===== config.mk =====
export PLATFORM = sky130hd
export DESIGN_NAME = bdll_control
export DESIGN_NICKNAME = d
export VERILOG_FILES = /design/src/design/bdll_pkg.sv /design/src/design/bdll_control.sv
export SDC_FILE = /design/constraint.sdc
export NUM_CORES = 1
export LEC_CHECK = 0
export ABC_CLOCK_PERIOD_IN_PS = 2400
export BUFFER_PORTS_ARGS = -buffer_cell sky130_fd_sc_hd__buf_2
export CORE_UTILIZATION = 54
export CTS_BUF_LIST = sky130_fd_sc_hd__clkbuf_4 sky130_fd_sc_hd__clkbuf_8
export CTS_CLUSTER_SIZE = 28
export DETAILED_ROUTE_END_ITERATION = 10
export HOLD_SLACK_MARGIN = 0.02
export PLACE_DENSITY = 0.8
export SLEW_MARGIN = 20
export SYNTH_ARGS = -nofsm -noshare
export SYNTH_HDL_FRONTEND = slang
export SYNTH_SLANG_ARGS = --single-unit

===== constraint.sdc =====
create_clock -name clock -period 2.4 [get_ports clock]
set_input_delay 0.36 -clock clock [delete_from_list [all_inputs] [get_ports clock]]
set_output_delay 0.36 -clock clock [all_outputs]
set_load 0.02 [all_outputs]

===== src/design/bdll_pkg.sv =====
// Shared types and constants for the bounded doubly linked list.
`timescale 1ns / 1ps
package bdll_pkg;
   localparam int CAPACITY = 64;
   localparam int IDX_W = $clog2(CAPACITY);
   localparam int LINK_W = IDX_W + 1;
   localparam logic [LINK_W-1:0] NIL = LINK_W'(CAPACITY);

   typedef enum logic [2:0] {
      MODE_PUSH_BACK = 3'd0, MODE_PUSH_FRONT = 3'd1, MODE_INS_AFTER = 3'd2,
      MODE_INS_BEFORE = 3'd3, MODE_REM_FIRST = 3'd4, MODE_REM_LAST = 3'd5,
      MODE_FIND = 3'd6, MODE_CLEAR = 3'd7
   } mode_type;

   localparam logic [1:0] ST_OK = 2'd0;
   localparam logic [1:0] ST_MISS = 2'd1;
   localparam logic [1:0] ST_FULL = 2'd2;

   typedef enum logic [3:0] {
      OP_NONE = 4'd0, OP_LOAD = 4'd1, OP_WALK = 4'd2, OP_LINK_NEW = 4'd3,
      OP_FIX_NEIGH = 4'd4, OP_UNLINK = 4'd5, OP_CLEAR_STEP = 4'd6,
      OP_READ_ENDS = 4'd7, OP_FREE_POP = 4'd8, OP_NEIGH_READ = 4'd9
   } op_type;

   typedef struct packed {
      op_type op;
      logic   backward;
      logic   match_walk;
      logic   capture_out;
   } cmd_type;

   typedef struct packed {
      logic pool_empty;
      logic list_empty;
      logic pos_bad;
      logic walk_done;
      logic hit;
      logic end_walk;
      logic clear_done;
      logic [2:0] mode;
   } stat_type;
endpackage


===== src/design/bdll_control.sv =====
// Command sequencer for the linked list.
`timescale 1ns / 1ps
module bdll_control
   import bdll_pkg::*;
(
   input  logic     clock,
   input  logic     reset,
   input  logic     req_tvalid,
   output logic     req_tready,
   output logic     rsp_tvalid,
   input  logic     rsp_tready,
   input  stat_type stat,
   output cmd_type  cmd
);
   typedef enum logic [11:0] {
      S_INIT  = 12'b000000000001, S_IDLE  = 12'b000000000010,
      S_START = 12'b000000000100, S_SRCH  = 12'b000000001000,
      S_POP   = 12'b000000010000, S_SEEK  = 12'b000000100000,
      S_LINK  = 12'b000001000000, S_FIX   = 12'b000010000000,
      S_UNLNK = 12'b000100000000, S_CLR   = 12'b001000000000,
      S_ENDS  = 12'b010000000000, S_OUT   = 12'b100000000000
   } state_type;

   state_type state_ff, state_in;
   logic      rd_ff, rd_in;
   logic      bwd;
   logic      ins_mode;

   assign bwd = (stat.mode == MODE_REM_LAST);
   assign ins_mode = (stat.mode == MODE_INS_AFTER) || (stat.mode == MODE_INS_BEFORE);
   assign req_tready = (state_ff == S_IDLE);
   assign rsp_tvalid = (state_ff == S_OUT);

   always_comb begin
      state_in = state_ff;
      rd_in    = 1'b0;
      cmd      = '{op: OP_NONE, backward: bwd, match_walk: 1'b0, capture_out: 1'b0};
      unique case (state_ff)
         S_INIT: begin
            cmd.op = OP_CLEAR_STEP;
            if (stat.clear_done) state_in = S_IDLE;
         end
         S_IDLE: if (req_tvalid) begin
            cmd.op = OP_LOAD;
            state_in = S_START;
         end
         S_START: begin
            case (stat.mode)
               MODE_CLEAR: state_in = S_CLR;
               MODE_REM_FIRST, MODE_REM_LAST, MODE_FIND: state_in = S_SRCH;
               default: begin
                  cmd.op = OP_FREE_POP;
                  if (stat.pool_empty || (ins_mode && (stat.list_empty || stat.pos_bad)))
                     state_in = S_ENDS;
                  else state_in = S_POP;
               end
            endcase
         end
         S_POP: begin
            state_in = S_SEEK;
         end
         S_SEEK: begin
            if (rd_ff && stat.walk_done) state_in = S_LINK;
            else if (rd_ff) begin
               cmd.op = OP_WALK;
               rd_in = 1'b0;
            end else rd_in = 1'b1;
         end
         S_LINK: begin
            cmd.op = OP_LINK_NEW;
            state_in = S_FIX;
         end
         S_FIX: begin
            cmd.op = OP_FIX_NEIGH;
            state_in = S_ENDS;
         end
         S_SRCH: begin
            if (!rd_ff) rd_in = 1'b1;
            else if (stat.hit) begin
               cmd.op = OP_WALK;
               cmd.match_walk = 1'b1;
               state_in = (stat.mode == MODE_FIND) ? S_ENDS : S_UNLNK;
            end else if (stat.end_walk) begin
               cmd.op = OP_WALK;
               cmd.match_walk = 1'b1;
               state_in = S_ENDS;
            end else begin
               cmd.op = OP_WALK;
               cmd.match_walk = 1'b1;
            end
         end
         S_UNLNK: begin
            cmd.op = OP_UNLINK;
            state_in = S_ENDS;
         end
         S_CLR: begin
            cmd.op = OP_CLEAR_STEP;
            if (stat.clear_done) state_in = S_ENDS;
         end
         S_ENDS: begin
            // The head value is read first and the tail value after it.
            cmd.op = OP_READ_ENDS;
            cmd.capture_out = rd_ff;
            if (!rd_ff) rd_in = 1'b1;
            else state_in = S_OUT;
         end
         S_OUT: if (rsp_tready) state_in = S_IDLE;
         default: state_in = S_IDLE;
      endcase
   end

   always_ff @(posedge clock) begin
      if (reset) begin
         state_ff <= S_INIT;
         rd_ff    <= 1'b0;
      end else begin
         state_ff <= state_in;
         rd_ff    <= rd_in;
      end
   end

   assert property (@(posedge clock) disable iff (reset)
      rsp_tvalid && !rsp_tready |=> rsp_tvalid)
      else $error("Response dropped while stalled.");
   assert property (@(posedge clock) disable iff (reset)
      !(req_tready && rsp_tvalid))
      else $error("Request taken while a response is pending.");
   assert property (@(posedge clock) disable iff (reset)
      (state_ff == S_UNLNK) |-> stat.hit)
      else $error("Unlink without a matching node.");
endmodule


==> out/results.ini <==
[synthesis]
yosys_warnings = 0
synth-main-ff-cell = dfxtp_1
synth-seq-cells = 13
ys_types = 46
syn_area_sq_um = 956
postSynthAreaPerCell_sq_um = 7.90
synth_nets = 135
synth_edf_count = 0
ys_async_sr_fraction = 0
synthCells = 121
yosysSeqAreaShare = 0.272

[floorplan]
start_util = 0.606
die_h_um = 44.1
die_w_um = 44.1
ios = 23
core-area_sq_um = 1580
die-area_sq_um = 1940
num_rows = 14

[layout]
finalNetCount = 163
register_area_sq_um = 268
layout-drive-gt1-share = 0.358
design_area_sq_um = 1160
nFillCells = 133
diodes = 0
finalNonFillerCells = 164
multi_input_area_sq_um = 653
area_growth_pct = 21.6

[power_and_ir_drop]
p_sw_frac = 0.300
powerDensity_nw_per_um2 = 428
p_seq_frac = 0.464
netSwitchingPower_uw = 149
p_leak_nw = 0.515
combPwrFrac = 0.236
ir_worst_vdd_uv = 438
p_clk_frac = 0.299
power_uw = 498
p_int_uw = 349

[timing]
maxSlewViolCount = 0
finalSetupViolCount = 0
period_share = 0.976
skew_ns = 0.00507
max_slew_margin = 0.658
hold_violations = 0
tightest_slew_ns = 0.509
fmax_mhz = 427
fin_crit_ns = 2.34

[drt]
drtIter0Drc = 44
wl_met1_um = 1070
met2_length_um = 1210
via_per_inst = 6.04
routed_wl_um = 2480
top_layer_used = met4
postRouteAntennaNets = 0
vias = 990
drcViolationCount = 0
wl_met3_um = 183
first_pass_iters = 7
wire_per_inst_um = 15.1

[setup_path]
critPathTopFamily = simple AND/OR/NAND/NOR gates
start_kind = register
cp_slowest_cell = or4b_4
reg2reg_from = state_ff[4]
worstPathArrival_ns = 1.98
cp_slowest_stage_delay_ns = 0.52
crit_fanout = 7
worstPathCellList = nor4_4, nand2_2, or4b_4, inv_2, nand2_1, nand3_1, buf_4
r2r_setup_slack_ns = 0.34
worst-r2r-cell-count = 6
worstSetupPathType = reg2out
crit_buf_inv = 2
end_kind = output pin
r2r-end = state_ff[1]
required_ns = 2.04

[cts]
cts_buffer_depth = 2
hold_buffers = 0
clk_pin_slew_ns = 0.09
cts_sinks = 13
cts_buffers = 3
insertion_delay_ns = 0.27
htree_levels = 1
cts_root_buffer = clkbuf_4
tritoncts = built

[global_route]
grt_usage = 0.280
grt_pass1_vias = 924
grt_pass1_wl_um = 4060
antenna_found_initial = 0
grt_overflow_total = 0
grt_max_degree = 11

[hold_path]
min_from = stat[9]
min_to = state_ff[4]
hold_path_depth = 3
min_path_type = in2reg

[placement]
io_buffers = 22
globalplace.congestion = 0.943
placed_cells = 157
placed_area_sq_um = 1090
hpwl_um = 1940

[job]
cap_violations = 0

[run_status]
status = completed

[cells in the final DEF (no fill, tap or decap), types with 2 or more instances in the layout]
master    Yosys  layout
buf_2         1      21
nor2_1       15      15
nand2_1      11      11
buf_4         1       9
dfxtp_1      13       9
nand3_1       8       8
nand4_1       5       5
inv_1         4       4
nor3b_1       4       4
xnor2_1       4       4
nor3_1        4       4
clkbuf_4      0       4
nor4_4        2       3
nor2b_1       3       3
nor4b_1       3       3
nand2b_1      3       3
dfxtp_2       0       3
nor4_1        2       2
or4_4         2       2
o21ai_0       2       2
and3_1        2       2
a211oi_1      2       2
a21oi_1       2       2
[repair_timing]
action / in CTS / in global routing
hold endpoints to repair: 0 / 0
setup buffers: 0 / 3
gates resized for setup: 1 / 6
endpoints found under the setup margin: 1 / 2
pin swaps: 0 / 2
[layout make-up]
class | count | area share
repair buffers | 30 | 0.149
flip-flops and latches | 13 | 0.230
well taps | 16 | 0.0172
multi-input cells | 96 | 0.562
inverters | 5 | 0.0161
clock buffers | 4 | 0.0258
[kinds of logic (layout without fill, tap and decap cells)]
kind of cell	count (synthesis)	in the layout	synth area share
AOI/OAI and AO/OA	16	16	0.132
xor gates and xnor gates	5	5	0.0458
buffers and inverters	12	39	0.0536
DFF	13	13	0.272
and+or+nand+nor	75	75	0.496
[worst max path at each step]
stage | startpoint | end | slack (ns) | depth (start not counted)
floorplan | state_ff[8] | state_ff[10] | 0.15 | 7
global placement | state_ff[4] | cmd[3] | 0.35 | 7
detailed placement | state_ff[4] | cmd[3] | 0.27 | 7
CTS | state_ff[4] | cmd[3] | 0.003 | 7
global route | state_ff[4] | cmd[3] | -0.006 | 7
finish | state_ff[4] | cmd[3] | 0.06 | 7
[registers in the layout (all words and copies together) (netlist names)]
register and count:
state_ff 12, rd_ff 1
[metrics by stage]
| step | utilization | hold slack [ns] | setup TNS (ns) | setup slack, ns |
|---|---|---|---|---|
| final | 0.737 | 0.358 | 0 | 0.0573 |
| after global routing | 0.737 | 0.385 | -0.00559 | -0.00559 |
| after CTS | 0.717 | 0.364 | 0 | 0.00330 |
| after detailed placement | 0.692 | 0.536 | 0 | 0.271 |
| after global placement | 0.692 | 0.533 | 0 | 0.353 |
| after floorplan | - | 0.483 | 0 | 0.152 |
[Yosys cell counts (3+ instances only)]
| cell | number | area, sq um |
|---|---|---|
| clkbuf_1 | 4 | 15.0 |
| dfxtp_1 | 13 | 260 |
| inv_1 | 4 | 15.0 |
| nand2_1 | 11 | 41.3 |
| nand2b_1 | 3 | 18.8 |
| nand3_1 | 8 | 40.0 |
| nand4_1 | 5 | 31.3 |
| nor2_1 | 15 | 56.3 |
| nor2b_1 | 3 | 18.8 |
| nor3_1 | 4 | 20.0 |
| nor3b_1 | 4 | 30.0 |
| nor4b_1 | 3 | 26.3 |
| xnor2_1 | 4 | 35.0 |
[per-layer routing]
metal / GRT usage / up-vias
met5: 0 / -
met4: 0.0667 / 0
met3: 0.0408 / 2
met2: 0.482 / 52
met1: 0.370 / 447
li1: - / 489
[tightest hold or removal path, cell delays in order]
cell and delay [ns]:
buf_2 0.07, nand2b_1 0.11, nor3b_1 0.06
[power by group through the flow]
stage / combinational, mW / clock (mW) / sequential, mW
final: 0.118 / 0.149 / 0.231
after detailed placement: 0.115 / 0 / 0.237
after global placement: 0.112 / 0 / 0.237
after CTS: 0.115 / 0.150 / 0.232
after floorplan: 0.0859 / 0 / 0.229
after global routing: 0.128 / 0.162 / 0.233
No activity file was read; power rests on OpenSTA's default activity.
